==> src/hw/rtl/ogrc_pkg.sv <==
// ----------------------------------------------------------------------------
// ogrc_pkg
// Shared types and constants of the occupancy grid region check block:
// field widths, request codes, register map, configuration bundle and the
// command/status groups between the controller and the datapath.
// ----------------------------------------------------------------------------
package ogrc_pkg;

    // default sizes of the grid storage
    localparam int DEF_MAX_COLUMNS   = 64;
    localparam int DEF_MAX_ROWS      = 64;
    localparam int DEF_CATEGORY_BITS = 16;

    // field widths of the stream payload
    localparam int REQ_W    = 3;
    localparam int COL_W    = 7;
    localparam int ROW_W    = 7;
    localparam int CAT_W    = 16;
    localparam int SIZE_W   = 12;
    localparam int CELL_W_W = 11;
    localparam int MAP_W    = 7;

    // pixel coordinates: 7-bit cell index times 11-bit cell size plus a 12-bit box size
    localparam int PIX_W = 19;

    // stream bus widths
    localparam int S_TDATA_W = 56;
    localparam int S_TUSER_W = REQ_W;
    localparam int M_TDATA_W = 24;

    // register port
    localparam int APB_ADDR_W = 4;
    localparam int APB_DATA_W = 32;

    // register reset values
    localparam logic [CELL_W_W-1:0] RST_CELL_WIDTH  = CELL_W_W'(32);
    localparam logic [CELL_W_W-1:0] RST_CELL_HEIGHT = CELL_W_W'(32);
    localparam logic [MAP_W-1:0]    RST_MAP_COLUMNS = MAP_W'(64);
    localparam logic [MAP_W-1:0]    RST_MAP_ROWS    = MAP_W'(64);

    // register index (byte address divided by four)
    typedef enum logic [1:0] {
        REG_CELL_WIDTH  = 2'd0,
        REG_CELL_HEIGHT = 2'd1,
        REG_MAP_COLUMNS = 2'd2,
        REG_MAP_ROWS    = 2'd3
    } reg_idx_t;

    // request codes
    typedef enum logic [REQ_W-1:0] {
        REQ_MARK   = 3'd0,
        REQ_DELETE = 3'd1,
        REQ_CLEAR  = 3'd2,
        REQ_QUERY  = 3'd3,
        REQ_BOX    = 3'd4
    } req_type_t;

    // configuration bundle
    typedef struct packed {
        logic [CELL_W_W-1:0] cell_width;
        logic [CELL_W_W-1:0] cell_height;
        logic [MAP_W-1:0]    map_columns;
        logic [MAP_W-1:0]    map_rows;
    } cfg_t;

    // controller to datapath commands
    typedef struct packed {
        logic capture;      // load the accepted request
        logic clr_start;    // restart the clearing sweep
        logic clr_step;     // write one zero entry of the sweep
        logic wr_mark;      // write back a marked cell
        logic wr_del;       // write back an empty cell
        logic set_cell_res; // take the read cell into the result
        logic set_free;     // result reports free
        logic box_mul;      // box start pixels
        logic box_end;      // box end pixels
        logic box_rd;       // read the walk cell
        logic box_adv;      // step the walk
        logic out_load;     // move the result to the output register
    } cmd_t;

    // datapath to controller status
    typedef struct packed {
        req_type_t req;
        logic      in_map;
        logic      small_box;
        logic      rd_marked;
        logic      clr_last;
        logic      col_more;
        logic      row_more;
        logic      out_free;
    } stat_t;

endpackage

==> src/hw/rtl/ogrc_cfg.sv <==
// ----------------------------------------------------------------------------
// ogrc_cfg
// Configuration registers behind the APB-style port: cell size and map size.
// ----------------------------------------------------------------------------
module ogrc_cfg (
    input  logic                            clk,
    input  logic                            rst_n,
    input  logic                            psel,
    input  logic                            penable,
    input  logic                            pwrite,
    input  logic [ogrc_pkg::APB_ADDR_W-1:0] paddr,
    input  logic [ogrc_pkg::APB_DATA_W-1:0] pwdata,
    output logic [ogrc_pkg::APB_DATA_W-1:0] prdata,
    output logic                            pready,
    output ogrc_pkg::cfg_t                  cfg
);

    import ogrc_pkg::*;

    cfg_t     cfg_reg;
    reg_idx_t idx;
    logic     wr_en;

    assign idx    = reg_idx_t'(paddr[3:2]);
    assign wr_en  = psel && penable && pwrite;
    assign pready = 1'b1;
    assign cfg    = cfg_reg;

    // register writes
    always_ff @(posedge clk or negedge rst_n)
    begin
        if (!rst_n)
        begin
            cfg_reg.cell_width  <= RST_CELL_WIDTH;
            cfg_reg.cell_height <= RST_CELL_HEIGHT;
            cfg_reg.map_columns <= RST_MAP_COLUMNS;
            cfg_reg.map_rows    <= RST_MAP_ROWS;
        end
        else if (wr_en)
        begin
            case (idx)
                REG_CELL_WIDTH:  cfg_reg.cell_width  <= pwdata[CELL_W_W-1:0];
                REG_CELL_HEIGHT: cfg_reg.cell_height <= pwdata[CELL_W_W-1:0];
                REG_MAP_COLUMNS: cfg_reg.map_columns <= pwdata[MAP_W-1:0];
                REG_MAP_ROWS:    cfg_reg.map_rows    <= pwdata[MAP_W-1:0];
                default:         cfg_reg             <= cfg_reg;
            endcase
        end
    end

    // read mux
    always_comb
    begin
        case (idx)
            REG_CELL_WIDTH:  prdata = APB_DATA_W'(cfg_reg.cell_width);
            REG_CELL_HEIGHT: prdata = APB_DATA_W'(cfg_reg.cell_height);
            REG_MAP_COLUMNS: prdata = APB_DATA_W'(cfg_reg.map_columns);
            REG_MAP_ROWS:    prdata = APB_DATA_W'(cfg_reg.map_rows);
            default:         prdata = '0;
        endcase
    end

endmodule

==> config.mk <==
export PLATFORM = sky130hd
export DESIGN_NAME = ogrc_cfg
export DESIGN_NICKNAME = d
export VERILOG_FILES = /design/src/hw/rtl/ogrc_pkg.sv /design/src/hw/rtl/ogrc_cfg.sv
export SDC_FILE = /design/constraint.sdc
export NUM_CORES = 1
export LEC_CHECK = 0
export BUFFER_PORTS_ARGS = -buffer_cell sky130_fd_sc_hd__buf_4
export CAP_MARGIN = 25
export CORE_AREA = 2 2 72 74
export DETAILED_ROUTE_END_ITERATION = 12
export DIE_AREA = 0 0 74 76
export PLACE_DENSITY_LB_ADDON = 0.08
export SETUP_SLACK_MARGIN = 0.05
export SYNTH_ARGS = -nofsm -noshare
export SYNTH_HDL_FRONTEND = slang
export SYNTH_SLANG_ARGS = --single-unit
export TNS_END_PERCENT = 100
==> constraint.sdc <==
create_clock -name clk -period 1.5 [get_ports clk]
set_clock_uncertainty 0.2 [all_clocks]
set_input_delay 0.3 -clock clk [delete_from_list [all_inputs] [get_ports clk]]
set_output_delay 0.3 -clock clk [all_outputs]
set_load 0.005 [all_outputs]
# After elaboration in Yosys (flattened, before gate mapping)
# Index checks and enable logic that the tools add are counted.
[op_classes]
eq_ne = 3
mux = 1
n_reduce_logical = 7
[ops]
columns = ["operator", "count"]
rows = [
  ["case mux 32 bit (4 select lines)", 1],
  ["AND reduction 2 bit", 4],
  ["equality test 2 bit (second input constant)", 2],
  ["equality test 2 x 1 -> 1 bit (second input constant)", 1],
  ["logical AND 1 bit", 2],
  ["logical NOT 2 bit", 1],
]
[totals]
register_bits = 36
inputBits = 41
out_inout_bits = 69
elab_cells = 15

# Logic depth before layout (Yosys ltp)
[logic_depth]
ltp_word = 3
mapped_depth = 4
mapped_depth_nobuf = 3

# Worst setup path after synthesis
# No wires, ideal clock.
[synth_path]
kind = "input-to-output"
start = "input port paddr[2] (netlist bit)"
end = "output port prdata[2] (netlist bit)"
t_arrival_ps = 1105
t_required_ps = 1000
setup_slack_ps = -105
cell_stages = 3
path_buffers = 2
path_cell_list = "buf_6 > buf_8 > mux4_1"
[synth_between]
elab_chain_cells = 2
word_cells_on_any_way = 5
classes_between = "eq/ne: 3; mux: 1; reduce/logical: 1"
[synth_rtl]
columns = ["element", "line_no", "rtl"]
rows = [
  ["from (decl)", "ogrc_cfg.sv:11", "input logic [ogrc_pkg::APB_ADDR_W-1:0] paddr,"],
  ["equality test 2 bit, or another cell as far along", "ogrc_cfg.sv:54", "case (idx)"],
  ["case mux 32 bit (4 select lines) (*)", "ogrc_cfg.sv:54", ""],
  ["to (decl)", "ogrc_cfg.sv:13", "output logic [ogrc_pkg::APB_DATA_W-1:0] prdata,"],
]
# Every way passes the cells marked *; elsewhere a longest branch is shown, timed or not. The select of a mux whose other input is x is not followed.

# Worst setup path in the final report
[layout_path]
start = "register cfg_reg (netlist bit cfg[2])"
end = "output port prdata[2] (netlist bit)"
[layout_between]
elab_chain_cells = 1
[layout_rtl]
columns = ["element", "line_no", "rtl"]
rows = [
  ["from (decl)", "ogrc_cfg.sv:20", "cfg_t cfg_reg;"],
  ["from (signal assigned)", "ogrc_cfg.sv:46", "default: cfg_reg <= cfg_reg;"],
  ["case mux 32 bit (4 select lines)", "ogrc_cfg.sv:54", ""],
]
# No other way between the ends. The select of a mux whose other input is x is not followed.

==> reports/qor.yml <==
placement:
  dp_hpwl_mm: 3.26
  port-buffer-count: 64
  dp_slack_ns: -0.272
  dp.cells: 287
  place_congestion: 0.706
global_route:
  grt_usage_pct: 16.5
  grt_pass1_vias: 1456
  grt_antenna_before_repair: 0
  overflow: 0
  grt_start_max_net_pins: 37
  grt_pass1_wl_mm: 7.25
cts:
  htreeDepth: 2
  clockRootBuffer: "clkbuf_8"
  cts_max_path_buffers: 2
  clock_latency_ns: 0.28
  cts_tree: "done"
  clock_sinks: 36
  clk_pin_slew_ns: 0.08
  numCtsBuffers: 5
sta:
  rsz0062_at_grt: "true"
  worst_hold_slack_ns: 0.0590
  fin_ws_ns: -0.302
  fmax_ghz: 0.555
  hold_viol: 0
  period_needed_ns: 1.80
  drv_slew: 0
  post-route-period-util_pct: 120
  setup_violations: 11
synth:
  synth_mux_area_share_pct: 34.1
  synth-seq-area-share_pct: 49.4
  ys_types: 17
  ys_top_cells_by_area: "dfrtp_1 44%, mux2_2 22%, buf_4 9.0%"
  synth_top_cell_area_share_pct: 43.7
  synth_xor_area_share_pct: 0
  ys_warn_count: 0
  synth-seq-cells: 36
  syn_avg_cell_area_um2: 15.0
  synth_largest_area_cell: "dfrtp_1"
  synth_top_family_by_area: "multiplexers"
  synth_area_um2: 1830
  synth_compound_area_share_pct: 0
  synth_fa_ha_area_share_pct: 0
  syn_inst: 122
  synth-simple-area-share_pct: 3.89
critical_path:
  cp_cell_sequence: "mux4_2 -> buf_6"
  worstReg2RegStart: "cfg[0]"
  max_stage_delay_ns: 0.49
  cp-end-kind: "output pin"
  path_buf_inv: 1
  r2r_slack_ns: 0.32
  cpMaxStageDelayCell: "mux4_2"
  worstPathArrival_ns: 1.30
  reg2reg_depth: 3
  worstSetupPathType: "flip-flop to output pin"
  cp_data_required_time_ns: 1.00
  crit_family: "multiplexers"
  r2r-end: "cfg[0]"
  startpoint_type: "flip-flop"
  crit_fanout: 2
drt:
  wl_mm: 4.66
  drc_errors: 0
  drt_first_pass_iters: 4
  vias_per_cell: 4.39
  dr_total_vias: 1352
  drt_iter0_markers: 35
  wl_per_cell_um: 15.1
  ant_nets: 0
power:
  power.leakage_nw: 1.48
  ir_worst_vdd_v: 0.000641
  powerDensity_nw_per_um2: 1270
  total_power_mw: 3.79
die:
  die_x_um: 74
  die_area_um2: 5620
  ios: 110
  num_rows: 26
  die_height_um: 76
  core-area_um2: 4910
  initial_core_util_pct: 37.3
final_layout:
  fin_nets: 278
  diodes: 0
  final_cells: 308
  largest_reg_flops: 36
  drive_gt1_share_pct: 72.3
  syn_to_final_growth_pct: 63.0
  utilization_pct: 60.9
min_path:
  hold_class: "primary input to flip-flop"
  holdPathEnd: "cfg[35]"
  hp-start: "pwdata[10]"
  worstHoldPathCells: 2
run_status:
  violations: "negative setup slack"
  outcome: "finished, violations left"
flow_run:
  max-cap-violations: 0
==> metal layers <==
layer	global-route usage (%)	up-vias	wire, um
met5	0	-	0
li1	-	620	-
met3	4.89	2	263
met4	2.73	0	6
met2	28.5	52	2550
met1	20.5	678	1840
==> final cells by class <==
class,count,area [um2]
fill,411,1920
timing repair buffer,116,1110
sequential,36,906
multi-input combinational,78,791
clock buffer,8,100
tap,70,87.6
==> power by group <==
| part | total (mW) | internal (mW) | switching [mW] |
|---|---|---|---|
| clock | 0.760 | 0.420 | 0.340 |
| sequential | 1.38 | 1.22 | 0.160 |
| combinational | 1.65 | 1.18 | 0.475 |
==> cells in the mapped netlist <==
master and instances:
nand3b_1 1, nor2_1 4, mux4_1 6, buf_6 3
dfstp_2 4, nand3_2 1, conb_1 2, and3b_1 1
mux2_2 36, mux4_2 1, buf_4 22, buf_8 1
nor3b_4 1, dfrtp_1 32, mux2i_1 4, and3_4 1
buf_2 2
==> per-stage QoR <==
step | setup TNS, ns | area (um2)
final | -2.04 | 2990
after CTS | -2.00 | 2780
after floorplan | -0.225 | 1930
after global placement | -6.39 | 2560
after detailed placement | -7.42 | 2560
after global routing | -2.72 | 2990
==> layout by cell type, fill, tap and decap left out, drive strengths merged <==
| cell | count |
|---|---|
| and3 | 1 |
| and3b | 1 |
| buf | 115 |
| clkbuf | 8 |
| conb | 22 |
| dfrtp | 32 |
| dfstp | 4 |
| dlygate4sd3 | 1 |
| mux2 | 36 |
| mux2i | 4 |
| mux4 | 7 |
| nand3 | 1 |
| nand3b | 1 |
| nor2 | 4 |
| nor3b | 1 |
==> worst max-delay path by stage <==
stage                     slack (ns)  cells past startpoint        end      from
after global placement         -0.28                      3  prdata[1]  paddr[2]
after CTS                      -0.29                      2  prdata[2]    cfg[2]
final                          -0.30                      2  prdata[2]    cfg[2]
after global routing           -0.33                      2  prdata[2]    cfg[2]
after detailed placement       -0.27                      3  prdata[1]  paddr[2]
after floorplan                -0.04                      3  prdata[0]  paddr[2]
==> logic make-up after synthesis <==
kind of cell,count (synthesis)
muxes,47
DFF,36
buffers and inverters,28
and+or+nand+nor,9
other,2
==> timing repair <==
action,CTS,global route
resized for setup,13,51
endpoints found under the hold margin,32,0
endpoints found under the setup margin,13,46
hold buffers,1,0
setup buffers,9,8
No activity file was read; power rests on OpenSTA's default activity.
