File: src/hw/rtl/ogrc_pkg.sv
// ----------------------------------------------------------------------------
// ogrc_pkg
// Shared types and constants of the occupancy grid region check block:
// field widths, request codes, register map, configuration bundle and the
// command/status groups between the controller and the datapath.
// ----------------------------------------------------------------------------
package ogrc_pkg;

    // default sizes of the grid storage
    localparam int DEF_MAX_COLUMNS   = 64;
    localparam int DEF_MAX_ROWS      = 64;
    localparam int DEF_CATEGORY_BITS = 16;

    // field widths of the stream payload
    localparam int REQ_W    = 3;
    localparam int COL_W    = 7;
    localparam int ROW_W    = 7;
    localparam int CAT_W    = 16;
    localparam int SIZE_W   = 12;
    localparam int CELL_W_W = 11;
    localparam int MAP_W    = 7;

    // pixel coordinates: 7-bit cell index times 11-bit cell size plus a 12-bit box size
    localparam int PIX_W = 19;

    // stream bus widths
    localparam int S_TDATA_W = 56;
    localparam int S_TUSER_W = REQ_W;
    localparam int M_TDATA_W = 24;

    // register port
    localparam int APB_ADDR_W = 4;
    localparam int APB_DATA_W = 32;

    // register reset values
    localparam logic [CELL_W_W-1:0] RST_CELL_WIDTH  = CELL_W_W'(32);
    localparam logic [CELL_W_W-1:0] RST_CELL_HEIGHT = CELL_W_W'(32);
    localparam logic [MAP_W-1:0]    RST_MAP_COLUMNS = MAP_W'(64);
    localparam logic [MAP_W-1:0]    RST_MAP_ROWS    = MAP_W'(64);

    // register index (byte address divided by four)
    typedef enum logic [1:0] {
        REG_CELL_WIDTH  = 2'd0,
        REG_CELL_HEIGHT = 2'd1,
        REG_MAP_COLUMNS = 2'd2,
        REG_MAP_ROWS    = 2'd3
    } reg_idx_t;

    // request codes
    typedef enum logic [REQ_W-1:0] {
        REQ_MARK   = 3'd0,
        REQ_DELETE = 3'd1,
        REQ_CLEAR  = 3'd2,
        REQ_QUERY  = 3'd3,
        REQ_BOX    = 3'd4
    } req_type_t;

    // configuration bundle
    typedef struct packed {
        logic [CELL_W_W-1:0] cell_width;
        logic [CELL_W_W-1:0] cell_height;
        logic [MAP_W-1:0]    map_columns;
        logic [MAP_W-1:0]    map_rows;
    } cfg_t;

    // controller to datapath commands
    typedef struct packed {
        logic capture;      // load the accepted request
        logic clr_start;    // restart the clearing sweep
        logic clr_step;     // write one zero entry of the sweep
        logic wr_mark;      // write back a marked cell
        logic wr_del;       // write back an empty cell
        logic set_cell_res; // take the read cell into the result
        logic set_free;     // result reports free
        logic box_mul;      // box start pixels
        logic box_end;      // box end pixels
        logic box_rd;       // read the walk cell
        logic box_adv;      // step the walk
        logic out_load;     // move the result to the output register
    } cmd_t;

    // datapath to controller status
    typedef struct packed {
        req_type_t req;
        logic      in_map;
        logic      small_box;
        logic      rd_marked;
        logic      clr_last;
        logic      col_more;
        logic      row_more;
        logic      out_free;
    } stat_t;

endpackage

File: src/hw/rtl/ogrc_ctrl.sv
// ----------------------------------------------------------------------------
// ogrc_ctrl
// Request sequencer: decodes each request and steps the datapath through
// the read, write back, clearing sweep and box walk.
// ----------------------------------------------------------------------------
module ogrc_ctrl (
    input  logic            clk,
    input  logic            rst_n,
    input  logic            s_tvalid,
    output logic            s_tready,
    input  ogrc_pkg::stat_t stat,
    output ogrc_pkg::cmd_t  cmd
);

    import ogrc_pkg::*;

    typedef enum logic [3:0] {
        ST_IDLE,
        ST_DECODE,
        ST_READ,
        ST_UPDATE,
        ST_DEL_WR,
        ST_CLEAR,
        ST_BOX_MUL,
        ST_BOX_END,
        ST_BOX_RD,
        ST_BOX_CHK,
        ST_RESP
    } state_t;

    state_t state_reg;
    state_t state_next;
    logic   clr_pend_reg;
    logic   clr_pend_next;

    assign s_tready = (state_reg == ST_IDLE);

    // next state and commands
    always_comb
    begin
        cmd           = '0;
        state_next    = state_reg;
        clr_pend_next = clr_pend_reg;
        case (state_reg)
            ST_IDLE:
            begin
                if (s_tvalid)
                begin
                    cmd.capture = 1'b1;
                    state_next  = ST_DECODE;
                end
            end
            ST_DECODE:
            begin
                case (stat.req)
                    REQ_MARK, REQ_QUERY:
                    begin
                        state_next = stat.in_map ? ST_READ : ST_RESP;
                    end
                    REQ_DELETE:
                    begin
                        state_next = stat.in_map ? ST_DEL_WR : ST_RESP;
                    end
                    REQ_CLEAR:
                    begin
                        cmd.clr_start = 1'b1;
                        clr_pend_next = 1'b1;
                        state_next    = ST_CLEAR;
                    end
                    REQ_BOX:
                    begin
                        if (!stat.in_map)
                        begin
                            state_next = ST_RESP;
                        end
                        else if (stat.small_box)
                        begin
                            cmd.set_free = 1'b1;
                            state_next   = ST_RESP;
                        end
                        else
                        begin
                            state_next = ST_BOX_MUL;
                        end
                    end
                    default:
                    begin
                        state_next = ST_RESP;
                    end
                endcase
            end
            ST_READ:
            begin
                state_next = ST_UPDATE;
            end
            ST_UPDATE:
            begin
                if (stat.req == REQ_MARK)
                begin
                    cmd.wr_mark = 1'b1;
                end
                else
                begin
                    cmd.set_cell_res = 1'b1;
                end
                state_next = ST_RESP;
            end
            ST_DEL_WR:
            begin
                cmd.wr_del = 1'b1;
                state_next = ST_RESP;
            end
            ST_CLEAR:
            begin
                cmd.clr_step = 1'b1;
                if (stat.clr_last)
                begin
                    clr_pend_next = 1'b0;
                    state_next    = clr_pend_reg ? ST_RESP : ST_IDLE;
                end
            end
            ST_BOX_MUL:
            begin
                cmd.box_mul = 1'b1;
                state_next  = ST_BOX_END;
            end
            ST_BOX_END:
            begin
                cmd.box_end = 1'b1;
                state_next  = ST_BOX_RD;
            end
            ST_BOX_RD:
            begin
                cmd.box_rd = 1'b1;
                state_next = ST_BOX_CHK;
            end
            ST_BOX_CHK:
            begin
                if (stat.rd_marked)
                begin
                    state_next = ST_RESP;
                end
                else if (stat.col_more || stat.row_more)
                begin
                    cmd.box_adv = 1'b1;
                    state_next  = ST_BOX_RD;
                end
                else
                begin
                    cmd.set_free = 1'b1;
                    state_next   = ST_RESP;
                end
            end
            ST_RESP:
            begin
                if (stat.out_free)
                begin
                    cmd.out_load = 1'b1;
                    state_next   = ST_IDLE;
                end
            end
            default:
            begin
                state_next = ST_IDLE;
            end
        endcase
    end

    // state register, clearing sweep runs after reset
    always_ff @(posedge clk or negedge rst_n)
    begin
        if (!rst_n)
        begin
            state_reg    <= ST_CLEAR;
            clr_pend_reg <= 1'b0;
        end
        else
        begin
            state_reg    <= state_next;
            clr_pend_reg <= clr_pend_next;
        end
    end

endmodule

File: config.mk
export PLATFORM = sky130hd
export DESIGN_NAME = ogrc_ctrl
export DESIGN_NICKNAME = d
export VERILOG_FILES = /design/src/hw/rtl/ogrc_pkg.sv /design/src/hw/rtl/ogrc_ctrl.sv
export SDC_FILE = /design/constraint.sdc
export NUM_CORES = 1
export LEC_CHECK = 0
export BUFFER_PORTS_ARGS = -buffer_cell sky130_fd_sc_hd__buf_2
export CORE_MARGIN = 2
export CORE_UTILIZATION = 39
export CTS_CLUSTER_SIZE = 16
export DETAILED_ROUTE_END_ITERATION = 8
export GPL_ROUTABILITY_DRIVEN = 1
export GPL_TIMING_DRIVEN = 0
export PLACE_DENSITY = 0.76
export SKIP_LAST_GASP = 1
export SYNTH_ARGS = -nofsm -noshare
export SYNTH_HDL_FRONTEND = slang
export SYNTH_SLANG_ARGS = --single-unit
export TNS_END_PERCENT = 30
File: constraint.sdc
create_clock -name clk -period 2.4 [get_ports clk]
set_input_delay 0.36 -clock clk [delete_from_list [all_inputs] [get_ports clk]]
set_output_delay 0.36 -clock clk [all_outputs]
set_load 0.02 [all_outputs]
# Word-level counts from Yosys, hierarchy flattened
# Index checks and enable logic that the tools add are counted.
# word_totals
register_bits,5
inputBits,13
out_inout_bits,13
wordCells,67
# classes
n_eq_ne,18
mux,39
n_reduce_logical,8
# op_table
op,n
one-hot mux 4 bit (10 select lines),1
two-way mux 4 bit,9
two-way mux 1 bit,25
"equality test 4 x 3 -> 1 bit, second input constant",4
one-hot mux 4 bit (4 select lines),1
"equality test 4 bit, second input constant",3
"equality test 4 x 2 -> 1 bit, second input constant",2
"equality test 3 x 2 -> 1 bit, second input constant",2
"!= test 2 bit, second input constant",3
AND reduction 3 bit,2
"equality test 4 x 1 -> 1 bit, second input constant",1
logical NOT 4 bit,1
one-hot mux 1 bit (2 select lines),2
OR reduction 2 bit,2
"equality test 3 x 1 -> 1 bit, second input constant",1
"equality test 3 bit, second input constant",1
logical NOT 3 bit,1
two-way mux 2 bit,1
"!= test 2 x 1 -> 1 bit, second input constant",1
nonzero test 2 bit,1
logical OR 1 bit,1

# Longest topological paths before layout
# logic_depth
ltp_word,4
ltp_mapped,5
depth_no_buf,4

# Worst setup path after synthesis
# No wires, ideal clock.
# synth_timing
path_kind,flip-flop to output port
start,register state_reg[2]
end,output cmd[11] in the netlist's numbering
t_arrival_ns,1.641
required_time_ns,2.040
path_slack_ns,0.399
path_stages_with_launch,4
n_path_buf,1
cell_sequence,dfstp_2 > clkbuf_1 > nor4_1 > and2_1
# synth_lines
element,line_no,rtl
"start, declared",ogrc_ctrl.sv:31,state_t state_reg;
"start signal, assigned",ogrc_ctrl.sv:179,state_reg <= state_next;
"end, declared",ogrc_ctrl.sv:12,output ogrc_pkg::cmd_t cmd

==> out/qor.yml <==
ant_nets: 0
areaGrowthSynthToFinish_pct: 31.1
p_leak_nw: 0.326
synth_cell_types: 32
critical_path.max_stage_delay_ps: 570
relSlewSlack: 0.737
hold_viol_final: 0
grt_pass1_vias: 649
avgSynthCellArea_um2: 7.04
die_w_um: 42.0
cpMaxStageDelayCell: "dfstp_2"
yosysWarnings: 0
drive_gt1_frac: 0.294
path_max_fanout: 10
largest_reg_flops: 4
peakVddDrop_mv: 0.328
cp-end-kind: "output pin"
syn_inst: 80
drc: 0
cts_root_buf: "clkbuf_4"
gp_congestion: 0.861
slew_viol_final: 0
viasPerCell: 5.84
wire_per_inst_um: 13.3
port_buffers: 24
antennaDiodeCount: 0
first_pass_iters: 5
fin_nets: 123
hp-class: "input pin to flop"
cp.required_ps: 2040
rsz0062_at_grt: "false"
setup_viol: 0
cts_max_level: 1
clock_sinks: 5
fin_crit_ps: 2160
p_per_area_nw_per_um2: 983
dp.final_hpwl_um: 1250
final_cell_mix: "buf_2 (24), nor2_1 (9), a21oi_1 (8)"
drv_cap: 0
grt_start_max_net_pins: 11
fin_area_um2: 738
worstSetupStartpointType: "flop"
crit_family: "flip-flops"
power_w: 0.000726
clk_path_buf_depth: 2
synth_area_um2: 563
routed_wl_um: 1650
clk_latency_ps: 240
cts_tree: "yes"
worst_pin_slew_ps: 385
seq_area_frac_synth: 0.227
grt_overflow: 0
crit_buf_inv: 2
rows: 13
die_h_um: 42.0
cts_made_buffers: 3
max_freq_ghz: 0.463
final.setup_skew_ps: 5.92
final_common_cell: "buf_2"
grt_usage: 0.197
grt_pass1_wl_um: 2710
crit_path_cell_trace: "clkbuf_1 -> nand2_1 -> nor4_1 -> buf_2"
crit_arrival_ps: 1800
status: "finished clean"
num_vias: 724
ys_seq_elements: 5
io_pins: 26
synthesis.nets: 93
drt_iter0_markers: 34
nFillCells: 128
tns_ps: 0
start_util: 0.427
clk_pin_slew_ps: 40
core_area_um2: 1320
antenna_found_initial: 0
finalCritPeriodShare: 0.900
critPathKind: "flop to output pin"
place_area_um2: 702
dieArea_um2: 1760
[worst paths after layout]
kind,startpoint,slack (ps),cells past startpoint,endpoint
min reg2reg,clr_pend_reg$_DFFE_PN0P_,570,1,clr_pend_reg$_DFFE_PN0P_
max reg2reg,state_reg[2]$_DFFE_PN1P_,820,4,state_reg[1]$_DFFE_PN0P_
min in group asynchronous,rst_n,470,2,state_reg[3]$_DFFE_PN0P_
min,stat[3],440,3,clr_pend_reg$_DFFE_PN0P_
max in group asynchronous,rst_n,1710,2,state_reg[0]$_DFFE_PN1P_
max,state_reg[0]$_DFFE_PN1P_,240,4,cmd[8]
[kinds of logic after synthesis]
logic type,synth area share
buffers and inverters,0.0622
AOI/OAI and AO/OA,0.271
DFF,0.227
and+or+nand+nor,0.404
muxes,0.0356
[synthesized netlist by cell type]
library cell	n	share of area
nor2_1	9	0.060
a21oi_1	8	0.071
nand2b_1	7	0.078
nor3_1	6	0.053
clkbuf_1	4	0.027
inv_1	4	0.027
a31oi_1	3	0.033
dfrtp_1	3	0.13
nand2_1	3	0.020
nand3b_1	3	0.040
nor4_1	3	0.033
o21ai_0	3	0.027
dfstp_2	2	0.093
mux2i_1	2	0.036
nor2b_1	2	0.022
o22ai_1	2	0.022
a2111oi_0	1	0.016
a21o_1	1	0.013
a21oi_2	1	0.016
a22oi_1	1	0.013
and2_1	1	0.011
and3b_1	1	0.016
clkbuf_2	1	0.0089
nand3_1	1	0.0089
nand4b_1	1	0.016
nor3b_2	1	0.022
o2bb2ai_1	1	0.016
o311ai_0	1	0.016
o31ai_1	1	0.013
o32ai_1	1	0.016
or3_1	1	0.011
or4_1	1	0.013
[power by group]
part           internal [W]  switching (W)  total [W]
Sequential         0.000123      0.0000443   0.000167
Clock             0.0000626      0.0000314  0.0000941
Combinational      0.000166       0.000299   0.000465
Total              0.000351       0.000375   0.000726
[worst min-delay path: stages]
cell       delay [ps]
buf_2             100
nand2_1            50
o2bb2ai_1         110
[final cells by class]
| class | count | area (um2) | share of cell area |
|---|---|---|---|
| flip-flops and latches | 5 | 128 | 0.173 |
| well taps | 15 | 18.8 | 0.0254 |
| inverters | 4 | 15.0 | 0.0203 |
| multi-input cells | 66 | 400 | 0.542 |
| plain buffers | 5 | 20.0 | 0.0271 |
| clock buffers | 4 | 26.3 | 0.0356 |
| repair buffers | 25 | 130 | 0.176 |
[per-stage QoR]
step	utilization	std cells	worst slack, ps	hold slack [ps]
after global placement	0.533	119	592	172
after global routing	0.560	124	76.9	449
after detailed placement	0.533	119	517	179
after CTS	0.560	124	257	429
final	0.560	124	240	437
after floorplan	-	80	399	64.4
[timing repair]
action                                 CTS  global route
endpoints found under the hold margin    3             0
setup buffers                            0             0
resized for setup                        0             0
hold buffers                             1             0
[metal layers]
metal  vias to the layer above  global-route usage  share of wire
li1                        359                   -              -
met1                       318               0.239           0.42
met2                        43               0.316           0.47
met3                         4              0.0302          0.084
met4                         0               0.142          0.021
met5                         -                   0              0
(Power assumes the default switching activity.)
